## src/nglp_pkg.sv

```systemverilog
`timescale 1ns / 1ps
// ----------------------------------------------------------------------------
// nglp_pkg: shared definitions for the GLL position parser
// Character codes, field offsets in the captured sentence, conversion
// constants and the item type that passes from the capture front end,
// through the queue, to the conversion back end.
// ----------------------------------------------------------------------------
package nglp_pkg;

  // Default capture buffer depth in bytes.
  localparam int unsigned DEFAULT_BUFFER_DEPTH = 64;

  // ASCII codes that steer the capture.
  localparam logic [7:0] CHAR_L    = 8'h4C;
  localparam logic [7:0] CHAR_V    = 8'h56;
  localparam logic [7:0] CHAR_CR   = 8'h0D;
  localparam logic [7:0] CHAR_N    = 8'h4E;
  localparam logic [7:0] CHAR_E    = 8'h45;
  localparam logic [7:0] CHAR_ZERO = 8'h30;
  localparam logic [7:0] CHAR_NINE = 8'h39;

  // Digit counts of each coordinate (degrees, minutes, minute fraction).
  localparam int unsigned LAT_DIGITS = 9;
  localparam int unsigned LON_DIGITS = 10;

  // Byte offsets after the start character, most significant digit first.
  localparam int unsigned LAT_OFS [LAT_DIGITS] = '{1, 2, 3, 4, 6, 7, 8, 9, 10};
  localparam int unsigned LON_OFS [LON_DIGITS] =
    '{14, 15, 16, 17, 18, 20, 21, 22, 23, 24};
  localparam int unsigned NS_OFS = 12;
  localparam int unsigned EW_OFS = 26;

  // Conversion widths and constants.
  localparam int unsigned DEG_W   = 10;  // up to 999 degrees
  localparam int unsigned MIN_W   = 24;  // minutes in 1e-5 units, up to 9999999
  localparam int unsigned TRI_W   = 26;  // 5 * minutes + 1
  localparam int unsigned QUO_W   = 24;  // rounded minutes in 1e-7 degree
  localparam int unsigned SCL_W   = 34;  // degrees times 1e7
  localparam int unsigned MAG_W   = 35;  // sum before saturation
  localparam int unsigned PROD_W  = TRI_W + 32;
  localparam int unsigned RECIP_SHIFT = 33;

  localparam logic [31:0]      DIV3_RECIP = 32'hAAAAAAAB;
  localparam logic [SCL_W-1:0] DEG_SCALE  = SCL_W'(10000000);
  localparam logic [MAG_W-1:0] LAT_LIMIT  = MAG_W'(900000000);
  localparam logic [MAG_W-1:0] LON_LIMIT  = MAG_W'(1800000000);

  // Depth of the queue between front and back end.
  localparam int unsigned QUEUE_DEPTH = 2;

  // One finished sentence, as digit values and sign flags.
  typedef struct packed {
    logic [LAT_DIGITS-1:0][3:0] lat_dig;
    logic [LON_DIGITS-1:0][3:0] lon_dig;
    logic                       north;
    logic                       east;
    logic                       valid;
  } job_t;

endpackage

```

## src/nmea_gll_position_parser.sv

```systemverilog
`timescale 1ns / 1ps
// ----------------------------------------------------------------------------
// nmea_gll_position_parser: GLL sentence position parser
// Usage: feed received UART bytes on the input channel (in_valid_i,
// in_stall_o, rx_byte_i). An 'L' starts a capture; a carriage return ends it
// and yields one item on the output channel (out_valid_o, out_stall_i) with
// latitude and longitude in 1e-7 degree and a valid flag that a 'V' clears.
// Throughput: one byte per cycle while in_stall_o is low, and one result per
// cycle out of the conversion pipeline while out_stall_i is low.
// Path: the result of an accepted carriage return passes through the queue
// slot, decode stage, multiply stage and output register, in that order.
// A stalled receiver freezes the conversion pipeline once a result is waiting;
// the two-entry queue then fills and in_stall_o rises, holding off the byte stream.
// Reset clears the capture state, queue and pipeline valid flags; stored
// field bytes keep no reset value and are filled by the next sentence.
// ----------------------------------------------------------------------------
module nmea_gll_position_parser import nglp_pkg::*; #(
  parameter int unsigned BUFFER_DEPTH = DEFAULT_BUFFER_DEPTH
) (
  input  logic               clk_i,
  input  logic               rst_ni,
  input  logic               in_valid_i,
  output logic               in_stall_o,
  input  logic [7:0]         rx_byte_i,
  output logic               out_valid_o,
  input  logic               out_stall_i,
  output logic signed [30:0] latitude_e7_o,
  output logic signed [31:0] longitude_e7_o,
  output logic               position_valid_o
);

  logic accept;
  logic push;
  logic pop;
  logic full;
  logic empty;
  job_t push_job;
  job_t pop_job;

  assign in_stall_o = full;
  assign accept     = in_valid_i && !in_stall_o;

  // Capture front end.
  nglp_front #(
    .BUFFER_DEPTH(BUFFER_DEPTH)
  ) u_front (
    .clk_i    (clk_i),
    .rst_ni   (rst_ni),
    .accept_i (accept),
    .rx_byte_i(rx_byte_i),
    .push_o   (push),
    .job_o    (push_job)
  );

  // Queue of finished sentences.
  nglp_queue u_queue (
    .clk_i      (clk_i),
    .rst_ni     (rst_ni),
    .push_i     (push),
    .push_data_i(push_job),
    .pop_i      (pop),
    .pop_data_o (pop_job),
    .full_o     (full),
    .empty_o    (empty)
  );

  // Conversion back end.
  nglp_back u_back (
    .clk_i           (clk_i),
    .rst_ni          (rst_ni),
    .empty_i         (empty),
    .job_i           (pop_job),
    .pop_o           (pop),
    .out_valid_o     (out_valid_o),
    .out_stall_i     (out_stall_i),
    .latitude_e7_o   (latitude_e7_o),
    .longitude_e7_o  (longitude_e7_o),
    .position_valid_o(position_valid_o)
  );

  // A job is only pushed when the queue has room.
  assert property (@(posedge clk_i) disable iff (!rst_ni) push |-> !full)
    else $error("job pushed into a full queue");

  // A result without a fix carries zero coordinates.
  assert property (@(posedge clk_i) disable iff (!rst_ni)
    (out_valid_o && !position_valid_o) |-> (latitude_e7_o == '0 && longitude_e7_o == '0))
    else $error("invalid position with nonzero coordinates");

  // Saturation keeps both coordinates inside their ranges.
  assert property (@(posedge clk_i) disable iff (!rst_ni)
    out_valid_o |-> (latitude_e7_o <= 31'sd900000000 && latitude_e7_o >= -31'sd900000000
                     && longitude_e7_o <= 32'sd1800000000
                     && longitude_e7_o >= -32'sd1800000000))
    else $error("coordinate out of range");

  // The queue never pops while empty.
  assert property (@(posedge clk_i) disable iff (!rst_ni) pop |-> !empty)
    else $error("pop from an empty queue");

endmodule

```

## src/nglp_front.sv

```systemverilog
`timescale 1ns / 1ps
// ----------------------------------------------------------------------------
// nglp_front: sentence capture front end
// Accepts one byte per cycle, tracks the capture state and keeps the digit
// values and sign flags found at the fixed field offsets. A carriage return
// during a capture hands the finished sentence to the queue as one job.
// ----------------------------------------------------------------------------
module nglp_front import nglp_pkg::*; #(
  parameter int unsigned BUFFER_DEPTH = DEFAULT_BUFFER_DEPTH
) (
  input  logic       clk_i,
  input  logic       rst_ni,
  input  logic       accept_i,
  input  logic [7:0] rx_byte_i,
  output logic       push_o,
  output job_t       job_o
);

  localparam int unsigned PosW = $clog2(BUFFER_DEPTH + 1);

  logic            active_q, active_d;
  logic            valid_q, valid_d;
  logic [PosW-1:0] wpos_q, wpos_d;

  logic [LAT_DIGITS-1:0][3:0] lat_dig_q;
  logic [LON_DIGITS-1:0][3:0] lon_dig_q;
  logic                       north_q;
  logic                       east_q;

  logic       is_l, is_cr, is_v, is_digit;
  logic       store;
  logic [3:0] digit;

  // Classify the incoming byte.
  always_comb begin
    is_l     = (rx_byte_i == CHAR_L);
    is_cr    = (rx_byte_i == CHAR_CR);
    is_v     = (rx_byte_i == CHAR_V);
    is_digit = (rx_byte_i >= CHAR_ZERO) && (rx_byte_i <= CHAR_NINE);
    digit    = is_digit ? 4'(rx_byte_i - CHAR_ZERO) : 4'd0;
  end

  // Capture control: start, store, end of sentence.
  always_comb begin
    active_d = active_q;
    valid_d  = valid_q;
    wpos_d   = wpos_q;
    store    = 1'b0;
    push_o   = 1'b0;
    if (accept_i) begin
      if (is_l) begin
        active_d = 1'b1;
        valid_d  = 1'b1;
        wpos_d   = '0;
      end else if (active_q) begin
        if (is_cr) begin
          active_d = 1'b0;
          push_o   = 1'b1;
        end else begin
          if (is_v) begin
            valid_d = 1'b0;
          end
          if (wpos_q < PosW'(BUFFER_DEPTH)) begin
            store  = 1'b1;
            wpos_d = wpos_q + 1'b1;
          end
        end
      end
    end
  end

  always_ff @(posedge clk_i or negedge rst_ni) begin
    if (!rst_ni) begin
      active_q <= 1'b0;
      valid_q  <= 1'b0;
      wpos_q   <= '0;
    end else begin
      active_q <= active_d;
      valid_q  <= valid_d;
      wpos_q   <= wpos_d;
    end
  end

  // Field storage: one register per offset that the conversion reads.
  for (genvar k = 0; k < LAT_DIGITS; k++) begin : g_lat
    always_ff @(posedge clk_i) begin
      if (store && (wpos_q == PosW'(LAT_OFS[k]))) begin
        lat_dig_q[k] <= digit;
      end
    end
  end

  for (genvar k = 0; k < LON_DIGITS; k++) begin : g_lon
    always_ff @(posedge clk_i) begin
      if (store && (wpos_q == PosW'(LON_OFS[k]))) begin
        lon_dig_q[k] <= digit;
      end
    end
  end

  always_ff @(posedge clk_i) begin
    if (store && (wpos_q == PosW'(NS_OFS))) begin
      north_q <= (rx_byte_i == CHAR_N);
    end
    if (store && (wpos_q == PosW'(EW_OFS))) begin
      east_q <= (rx_byte_i == CHAR_E);
    end
  end

  // The carriage return is not stored, so the registers are complete here.
  always_comb begin
    job_o.lat_dig = lat_dig_q;
    job_o.lon_dig = lon_dig_q;
    job_o.north   = north_q;
    job_o.east    = east_q;
    job_o.valid   = valid_q;
  end

endmodule

```

## src/nglp_queue.sv

```systemverilog
`timescale 1ns / 1ps
// ----------------------------------------------------------------------------
// nglp_queue: job queue between front and back end
// A small circular queue of finished sentences. The front end pushes, the
// back end pops; the full flag holds off the byte input.
// ----------------------------------------------------------------------------
module nglp_queue import nglp_pkg::*; (
  input  logic clk_i,
  input  logic rst_ni,
  input  logic push_i,
  input  job_t push_data_i,
  input  logic pop_i,
  output job_t pop_data_o,
  output logic full_o,
  output logic empty_o
);

  localparam int unsigned PtrW = (QUEUE_DEPTH > 1) ? $clog2(QUEUE_DEPTH) : 1;
  localparam int unsigned CntW = $clog2(QUEUE_DEPTH + 1);

  job_t            entry_q [QUEUE_DEPTH];
  logic [PtrW-1:0] wptr_q, wptr_d;
  logic [PtrW-1:0] rptr_q, rptr_d;
  logic [CntW-1:0] count_q, count_d;

  assign full_o     = (count_q == CntW'(QUEUE_DEPTH));
  assign empty_o    = (count_q == '0);
  assign pop_data_o = entry_q[rptr_q];

  // Pointer and fill count update.
  always_comb begin
    wptr_d  = wptr_q;
    rptr_d  = rptr_q;
    count_d = count_q;
    if (push_i) begin
      wptr_d = (wptr_q == PtrW'(QUEUE_DEPTH - 1)) ? '0 : wptr_q + 1'b1;
    end
    if (pop_i) begin
      rptr_d = (rptr_q == PtrW'(QUEUE_DEPTH - 1)) ? '0 : rptr_q + 1'b1;
    end
    if (push_i && !pop_i) begin
      count_d = count_q + 1'b1;
    end else if (pop_i && !push_i) begin
      count_d = count_q - 1'b1;
    end
  end

  always_ff @(posedge clk_i or negedge rst_ni) begin
    if (!rst_ni) begin
      wptr_q  <= '0;
      rptr_q  <= '0;
      count_q <= '0;
    end else begin
      wptr_q  <= wptr_d;
      rptr_q  <= rptr_d;
      count_q <= count_d;
    end
  end

  // Entry storage.
  always_ff @(posedge clk_i) begin
    if (push_i) begin
      entry_q[wptr_q] <= push_data_i;
    end
  end

endmodule

```

## src/nglp_back.sv

```systemverilog
`timescale 1ns / 1ps
// ----------------------------------------------------------------------------
// nglp_back: coordinate conversion back end
// Three-stage pipeline: decimal digits to degrees and minutes, constant
// multiplies (degrees times 1e7, minutes times 5 over 3, rounded), then sum,
// saturation and sign. The last stage is the output register.
// ----------------------------------------------------------------------------
module nglp_back import nglp_pkg::*; (
  input  logic               clk_i,
  input  logic               rst_ni,
  input  logic               empty_i,
  input  job_t               job_i,
  output logic               pop_o,
  output logic               out_valid_o,
  input  logic               out_stall_i,
  output logic signed [30:0] latitude_e7_o,
  output logic signed [31:0] longitude_e7_o,
  output logic               position_valid_o
);

  typedef struct packed {
    logic [DEG_W-1:0] deg;
    logic [MIN_W-1:0] mins;
    logic             pos;
  } dec_t;

  typedef struct packed {
    logic [SCL_W-1:0] scaled;
    logic [QUO_W-1:0] quo;
    logic             pos;
  } mul_t;

  // Five fraction digits to an integer, as a weighted sum of the digits.
  function automatic logic [16:0] dec_frac(input logic [3:0] a, input logic [3:0] b,
                                           input logic [3:0] c, input logic [3:0] d,
                                           input logic [3:0] e);
    logic [16:0] v;
    v = 17'(a) * 17'd10000 + 17'(b) * 17'd1000 + 17'(c) * 17'd100
        + 17'(d) * 17'd10 + 17'(e);
    return v;
  endfunction

  // Whole minutes and fraction to minutes in 1e-5 units.
  function automatic logic [MIN_W-1:0] dec_mins(input logic [3:0] m1, input logic [3:0] m0,
                                                input logic [16:0] frac);
    logic [6:0] mm;
    mm = 7'(m1 * 7'd10) + 7'(m0);
    return MIN_W'(MIN_W'(mm) * MIN_W'(100000)) + MIN_W'(frac);
  endfunction

  // Degrees times 1e7 and round(minutes * 5 / 3) by reciprocal multiply.
  function automatic mul_t scale(input dec_t d);
    mul_t              r;
    logic [TRI_W-1:0]  tri_v;
    logic [PROD_W-1:0] prod;
    tri_v    = TRI_W'(TRI_W'(d.mins) * TRI_W'(5)) + TRI_W'(1);
    prod     = PROD_W'(tri_v) * PROD_W'(DIV3_RECIP);
    r.quo    = prod[RECIP_SHIFT +: QUO_W];
    r.scaled = SCL_W'(d.deg) * DEG_SCALE;
    r.pos    = d.pos;
    return r;
  endfunction

  // Sum, clamp to the limit, apply the sign.
  function automatic logic [31:0] finish(input mul_t m, input logic [MAG_W-1:0] limit);
    logic [MAG_W-1:0] mag;
    logic [31:0]      val;
    mag = MAG_W'(m.scaled) + MAG_W'(m.quo);
    if (mag > limit) begin
      mag = limit;
    end
    val = mag[31:0];
    return m.pos ? val : 32'(-val);
  endfunction

  logic adv;
  dec_t s1_lat_q, s1_lon_q, s1_lat_d, s1_lon_d;
  mul_t s2_lat_q, s2_lon_q;
  logic s1_ok_q, s2_ok_q;
  logic s1_v_q, s2_v_q, out_v_q;
  logic [31:0] lat_res, lon_res;

  // The pipeline moves whenever the output register is free or being taken.
  assign adv   = !out_v_q || !out_stall_i;
  assign pop_o = adv && !empty_i;

  // Stage one: decimal decode of both coordinates.
  always_comb begin
    s1_lat_d.deg  = DEG_W'(7'(job_i.lat_dig[0] * 7'd10) + 7'(job_i.lat_dig[1]));
    s1_lat_d.mins = dec_mins(job_i.lat_dig[2], job_i.lat_dig[3],
                             dec_frac(job_i.lat_dig[4], job_i.lat_dig[5], job_i.lat_dig[6],
                                      job_i.lat_dig[7], job_i.lat_dig[8]));
    s1_lat_d.pos  = job_i.north;
    s1_lon_d.deg  = DEG_W'(DEG_W'(job_i.lon_dig[0]) * DEG_W'(100))
                    + DEG_W'(DEG_W'(job_i.lon_dig[1]) * DEG_W'(10))
                    + DEG_W'(job_i.lon_dig[2]);
    s1_lon_d.mins = dec_mins(job_i.lon_dig[3], job_i.lon_dig[4],
                             dec_frac(job_i.lon_dig[5], job_i.lon_dig[6], job_i.lon_dig[7],
                                      job_i.lon_dig[8], job_i.lon_dig[9]));
    s1_lon_d.pos  = job_i.east;
  end

  // Stage three logic.
  assign lat_res = finish(s2_lat_q, LAT_LIMIT);
  assign lon_res = finish(s2_lon_q, LON_LIMIT);

  // Stage valid flags.
  always_ff @(posedge clk_i or negedge rst_ni) begin
    if (!rst_ni) begin
      s1_v_q  <= 1'b0;
      s2_v_q  <= 1'b0;
      out_v_q <= 1'b0;
    end else if (adv) begin
      s1_v_q  <= pop_o;
      s2_v_q  <= s1_v_q;
      out_v_q <= s2_v_q;
    end
  end

  // Stage payload registers.
  always_ff @(posedge clk_i) begin
    if (adv) begin
      s1_lat_q <= s1_lat_d;
      s1_lon_q <= s1_lon_d;
      s1_ok_q  <= job_i.valid;
      s2_lat_q <= scale(s1_lat_q);
      s2_lon_q <= scale(s1_lon_q);
      s2_ok_q  <= s1_ok_q;
      latitude_e7_o    <= s2_ok_q ? $signed(lat_res[30:0]) : '0;
      longitude_e7_o   <= s2_ok_q ? $signed(lon_res) : '0;
      position_valid_o <= s2_ok_q;
    end
  end

  assign out_valid_o = out_v_q;

endmodule

```

## config.mk

```make
export PLATFORM = sky130hd
export DESIGN_NAME = nmea_gll_position_parser
export DESIGN_NICKNAME = d
export VERILOG_FILES = /design/src/nglp_pkg.sv /design/src/nmea_gll_position_parser.sv /design/src/nglp_front.sv /design/src/nglp_queue.sv /design/src/nglp_back.sv
export SDC_FILE = /design/constraint.sdc
export NUM_CORES = 2
export LEC_CHECK = 0
export ABC_AREA = 1
export BUFFER_PORTS_ARGS = -buffer_cell sky130_fd_sc_hd__buf_2
export CAP_MARGIN = 30
export CORE_ASPECT_RATIO = 0.6
export CORE_MARGIN = 8
export CORE_UTILIZATION = 60
export CTS_CLUSTER_SIZE = 40
export DETAILED_ROUTE_END_ITERATION = 10
export GPL_ROUTABILITY_DRIVEN = 0
export PLACE_DENSITY = 0.79
export SLEW_MARGIN = 15
export SYNTH_ARGS = -nofsm -noshare
export SYNTH_HDL_FRONTEND = slang
export SYNTH_SLANG_ARGS = --single-unit
```

## constraint.sdc

```tcl
create_clock -name clk_i -period 8.76 [get_ports clk_i]
set_input_delay 1.752 -clock clk_i [delete_from_list [all_inputs] [get_ports clk_i]]
set_output_delay 1.752 -clock clk_i [all_outputs]
set_load 0.005 [all_outputs]
```

# Yosys cells after proc, flatten, opt, wreduce, memory -nomap -nowiden
# Memories as Yosys holds them, arrays and structs flattened.
# Index checks and enable logic that the tools add are counted.
# W data, S select, Z words.
# classes
n_addsub	27
mul	21
magnitude_cmp	5
n_eq_ne	28
muxes	31
reduce_logical	40
# op_table
cell	count
$mul A26 B32 Y57 const B	2
$add A34 B24 Y35	2
$mux W32	2
$eq A7 B5 Y1 const B	9
$mux W31	2
$mul A10 B17 Y27 const B	2
$add A26 B1 Y26 const B	2
$mul A24 B3 Y26 const B	2
$add A24 B17 Y24	2
$eq A7 B4 Y1 const B	6
$mul A7 B12 Y19 const B	2
$gt A35 B30 Y1 const B	1
$gt A35 B31 Y1 const B	1
$add A17 B11 Y17	2
$add A17 B14 Y17	2
$add A17 B4 Y17	2
$add A17 B8 Y17	2
$eq A8 B7 Y1 const B	4
$neg A32 Y32	1
$neg A31 Y31	1
$mux W7	4
$logic_and A1 B1 Y1	26
$mul A4 B10 Y13 const B	2
$mul A4 B7 Y11 const B	2
30 further kinds	69
# word_totals
ff_bits	334
ramBits	158
inputBits	12
word_cells	200
n_memories	1
# mem_list
name	depth	width	rd	rd_ports_with_merged_regs	write_ports	line	rtl
u_queue.entry_q	2	79	1	0	1	nglp_queue.sv:21	job_t entry_q [QUEUE_DEPTH];

# Longest topological paths before layout
# logic_depth
ltp_word	9
mapped_depth	46
mapped_depth_nobuf	46

# Hierarchy
# From an unflattened synthesis, not the netlist that was laid out.
# unflattened
cells_unflattened	6520
hier_area_um2	59397.0
# by_module_without_submodules
module	n_inst	cells_each	area_each_um2	seq_area_each_um2
nglp_back	1	6006	49774.0	7191.9
nglp_queue	1	271	6308.6	4844.6
nglp_front	1	241	3304.4	2567.5
nmea_gll_position_parser	1	2	10.0	0.0

# Worst setup path after synthesis
# No wires, ideal clock.
# synth_timing
path_kind	input to register
start	input out_stall_i
end	register u_queue.count_q[1]
setup_ns	0.131
arrival_time_ns	9.049
required_ns	8.629
slack_ns	-0.420
path_stages	6
path_buffers	0
cell_sequence	nand2_1 o21ai_0 ha_1 a21oi_1 o21ai_0 xor2_1
# synth_via
elab_chain_len	6
elab_cells_between_ends	8
classes_between	1 x mux; 7 x reduce/logical
# synth_rtl
element	line	rtl
from (decl)	nmea_gll_position_parser.sv:26	input logic out_stall_i,
$logic_not A1 Y1 *	nglp_back.sv:84	assign adv = !out_v_q || !out_stall_i;
$logic_or A1 B1 Y1 *	nglp_back.sv:84	
$logic_and A1 B1 Y1 *	nglp_back.sv:85	assign pop_o = adv && !empty_i;
$logic_not A1 Y1	nglp_queue.sv:41	if (push_i && !pop_i) begin
$logic_and A1 B1 Y1	nglp_queue.sv:41	
$mux W2 or $reduce_bool A2 Y1 (tied branches)	-	
to (signal assigned)	nglp_queue.sv:56	count_q <= count_d;
to (decl)	nglp_queue.sv:24	logic [CntW-1:0] count_q, count_d;
# Mark *: on every way between the ends. The rest lies on a longest branch, timed or not.
# A chain may end at the register's enable or synchronous reset.

# Worst setup path after layout
# layout_timing
start	register u_back.s1_lat_q[4] (netlist bit)
end	register u_back.s2_lat_q[24] (netlist bit), data pin
# layout_via
elab_chain_len	3
# layout_rtl
element	line	rtl
from (decl)	nglp_back.sv:77	dec_t s1_lat_q, s1_lon_q, s1_lat_d, s1_lon_d;
from (signal assigned)	nglp_back.sv:123	s1_lat_q <= s1_lat_d;
$mul A24 B3 Y26	nglp_back.sv:56	tri_v = TRI_W'(TRI_W'(d.mins) * TRI_W'(5)) + TRI_W'(1);
$add A26 B1 Y26	nglp_back.sv:56	
$mul A26 B32 Y57	nglp_back.sv:57	prod = PROD_W'(tri_v) * PROD_W'(DIV3_RECIP);
to (signal assigned)	nglp_back.sv:126	s2_lat_q <= scale(s1_lat_q);
to (decl)	nglp_back.sv:78	mul_t s2_lat_q, s2_lon_q;
# No other way between the ends.

==> reports/results.txt <==
Layout area overhead: 10.4%
F_max: 113 MHz
WS Path Type: flip-flop to flip-flop
Port-buffer cells: 77
Initial antenna violation count: 0
Routed vias/inst: 5.59
Via Count: 46.0k
Reg2reg end: u_back.s2_lat_q[24]$_DFFE_PP_
DRT iter0 DRCs: 5019
Period utilisation layout: 101%
Remaining DRCs: 0
Netlist cell types: 62
Final Skew: 0.0435 ns
Hold WC Path Type: flip-flop to flip-flop
Most frequent cells after synthesis: inv_1 (1477), nand2_1 (1098), ha_1 (1013)
Die area: 0.108 mm²
R2r setup slk: -0.07 ns
Starting Density: 60.1%
Register area: 0.0146 mm²
Required @ worst endpoint: 9.13 ns
Max-slew headroom: 31.1%
Post-synthesis average cell area: 8.90 µm²
Reg2Reg Launch Point: u_back.s1_lat_q[4]$_DFFE_PP_
CTS HTree Levels: 2
Io pins: 78
Fill cells: 7306
Slowest CP cell: fa_1
Register area share after synthesis: 24.9%
Post-synth net total: 8135
Synth top area cells: edfxtp_1 (24%), ha_1 (22%), fa_1 (17%)
Hold buffer count at cts: 0
CP arrival: 9.20 ns
Critical path startpoint: u_back.s1_lat_q[4]$_DFFE_PP_
Post-synth top area cell: edfxtp_1
Max-cap violations: 0
Dpl hpwl: 119000 µm
Worst-path clk slew: 0.07 ns
Final setup viols: 1
Synthesized flop and latch total: 489
Pin count of the biggest net entering global routing: 76
Worst Path Max Fanout: 3
Number of detailed-route iterations in the first pass: 7
Cell count of the worst hold path: 0
Nets@finish: 8407
Startpoint types: flip-flop
Core area: 0.0977 mm²
Final setup margin: -0.0717 ns
Cell area after synthesis: 0.0587 mm²
Post-synth EDFFs: 473
Crit-path most repeated cell: inv_2
Setup Total Neg Slack: -0.0717 ns
Worst slew pin tran: 1.02 ns
Fraction of layout cells with a size suffix above 1: 9.76%
Async S/R FF share, synth: 3.27%
Rows: 89
Number of global-route vias before repair: 45.5k
Synthesis Warnings: 0
Most common cell in the netlist: inv_1
CTS Buf Count: 46
CTS root buf: clkbuf_16
Cells on worst reg2reg path: 43
CP Capture Type: flip-flop
Buffer depth of the longest clock path: 3
Clk_lat worst skew: 0.64 ns
RSZ-0062 raised after global routing: yes
Clock Sinks: 489
GRT Total Usage: 26.2%
Top cell type's share of synthesized area: 24.2%
Final Routed Wirelength: 148000 µm
Final ANT Viol Nets: 0
Die width: 420 µm
Worst Setup EP: u_back.s2_lat_q[24]$_DFFE_PP_
Syn Inst Count: 6599
Slew Limit Fails: 0
CTS tree: done
Ys flop type: edfxtp_1
Run status: finished with violations
Multi-input combinational cell area: 0.0395 mm²
DR WL/cell: 17.9 µm
Failing checks: negative setup slack
Minimum clock period: 8.83 ns
Crit path largest cell delay: 0.60 ns
Global-route wire length before repair: 233000 µm
Final hold vios: 0
Total gr overflow: 0
Die Y: 258 µm
how the worst min path moves through the flow:
| stage | startpoint | endpoint | slack (ns) |
|---|---|---|---|
| finish | u_front.job_o[34]$_DFFE_PP_ | u_queue.entry_q[0][34]$_DFFE_PP_ | 0.43 |
| global route | u_front.job_o[34]$_DFFE_PP_ | u_queue.entry_q[0][34]$_DFFE_PP_ | 0.45 |
| CTS | u_front.job_o[34]$_DFFE_PP_ | u_queue.entry_q[0][34]$_DFFE_PP_ | 0.43 |
| detailed placement | u_back.s1_ok_q$_DFFE_PP_ | u_back.s2_ok_q$_DFFE_PP_ | 0.41 |
| global placement | u_back.s1_ok_q$_DFFE_PP_ | u_back.s2_ok_q$_DFFE_PP_ | 0.40 |
| floorplan | u_back.s1_lat_q[0]$_DFFE_PP_ | u_back.s2_lat_q[0]$_DFFE_PP_ | 0.40 |
stage by stage:
stage | area [µm²] | worst slack (ns) | util, % | cells | hold WS [ns]
floorplan | 58700 | 0.0241 | - | 6599 | 0.400
global placement | 61700 | -0.0543 | 63.2 | 8102 | 0.401
detailed placement | 61800 | -0.336 | 63.2 | 8104 | 0.413
CTS | 63600 | 0.00743 | 65.1 | 8195 | 0.427
global route | 64800 | -0.299 | 66.4 | 8226 | 0.447
finish | 64800 | -0.0717 | 66.4 | 8227 | 0.428
sequential cells by signal, summed over array words and instances, names as in the netlist, 2 cells and up:
register               cells
u_front.job_o             76
u_queue.count_q            2
u_front.wpos_q             7
u_back.s2_lon_q           52
u_back.s2_lat_q           51
u_back.longitude_e7_o     32
u_back.s1_lon_q           35
u_back.latitude_e7_o      31
u_back.s1_lat_q           33
u_queue.entry_q          158
layout by cell type, fill, tap and decap left out, drive strengths merged, types with 9 or more instances in the layout:
master,n
buf,267
a31oi,38
clkinv,18
inv,1499
nand3b,20
dfrtp,16
or2,31
nand4,53
a21oi,388
fa,511
o21bai,30
a21boi,17
a21o,18
nand3,225
nor3,57
xor2,207
nor4,12
o21a,11
o21ai,215
ha,1013
nor2,419
edfxtp,473
nand2,1133
a211oi,9
o211ai,11
clkbuf,54
xnor2,108
worst max-delay path: cells and delay by family (launching register included):
family | cells | cell delay, ns
adders and majority gates | 10 | 4.44
AOI/OAI and AO/OA | 9 | 1.57
DFF | 1 | 0.50
buffers and inverters | 8 | 0.52
and+or+nand+nor | 15 | 1.32
xor gates and xnor gates | 1 | 0.25
area by class of cell:
class                   count  share of cell area [%]
clock buffers              53                    1.82
inverters                1497                    8.67
clock inverters            31                   0.647
well taps                1319                    2.55
diodes                      1                 0.00386
multi-input cells        4569                    60.9
flip-flops and latches    489                    22.5
repair buffers            268                    2.86
cell families (layout without fill, tap and decap cells):
kind of cell / Yosys count / after routing / share of synthesized area [%]
AOI/OAI and AO/OA: 767 / 767 / 7.24
adders and majority gates: 1524 / 1524 / 39.0
DFF: 489 / 489 / 24.9
and+or+nand+nor: 1960 / 1960 / 14.2
other: 0 / 1 / 0
xor gates and xnor gates: 315 / 315 / 4.71
muxes: 3 / 3 / 0.0511
buffers and inverters: 1541 / 1849 / 9.97
metal layers:
layer / vias up / routed length, µm / track usage (%)
met5: - / 0 / 0
met4: 0 / 3150 / 4.75
met3: 259 / 15100 / 5.90
met2: 2103 / 61800 / 38.7
met1: 21900 / 67500 / 39.7
li1: 21800 / - / -
timing repair:
action,4_1_cts,5_1_grt
setup endpoints to repair,26,46
pin swaps,16,106
resized for setup,43,193
buffers inserted,7,30
Power is not shown: default switching activity piles up to over one toggle a cycle in this logic, so the estimate is an artifact.
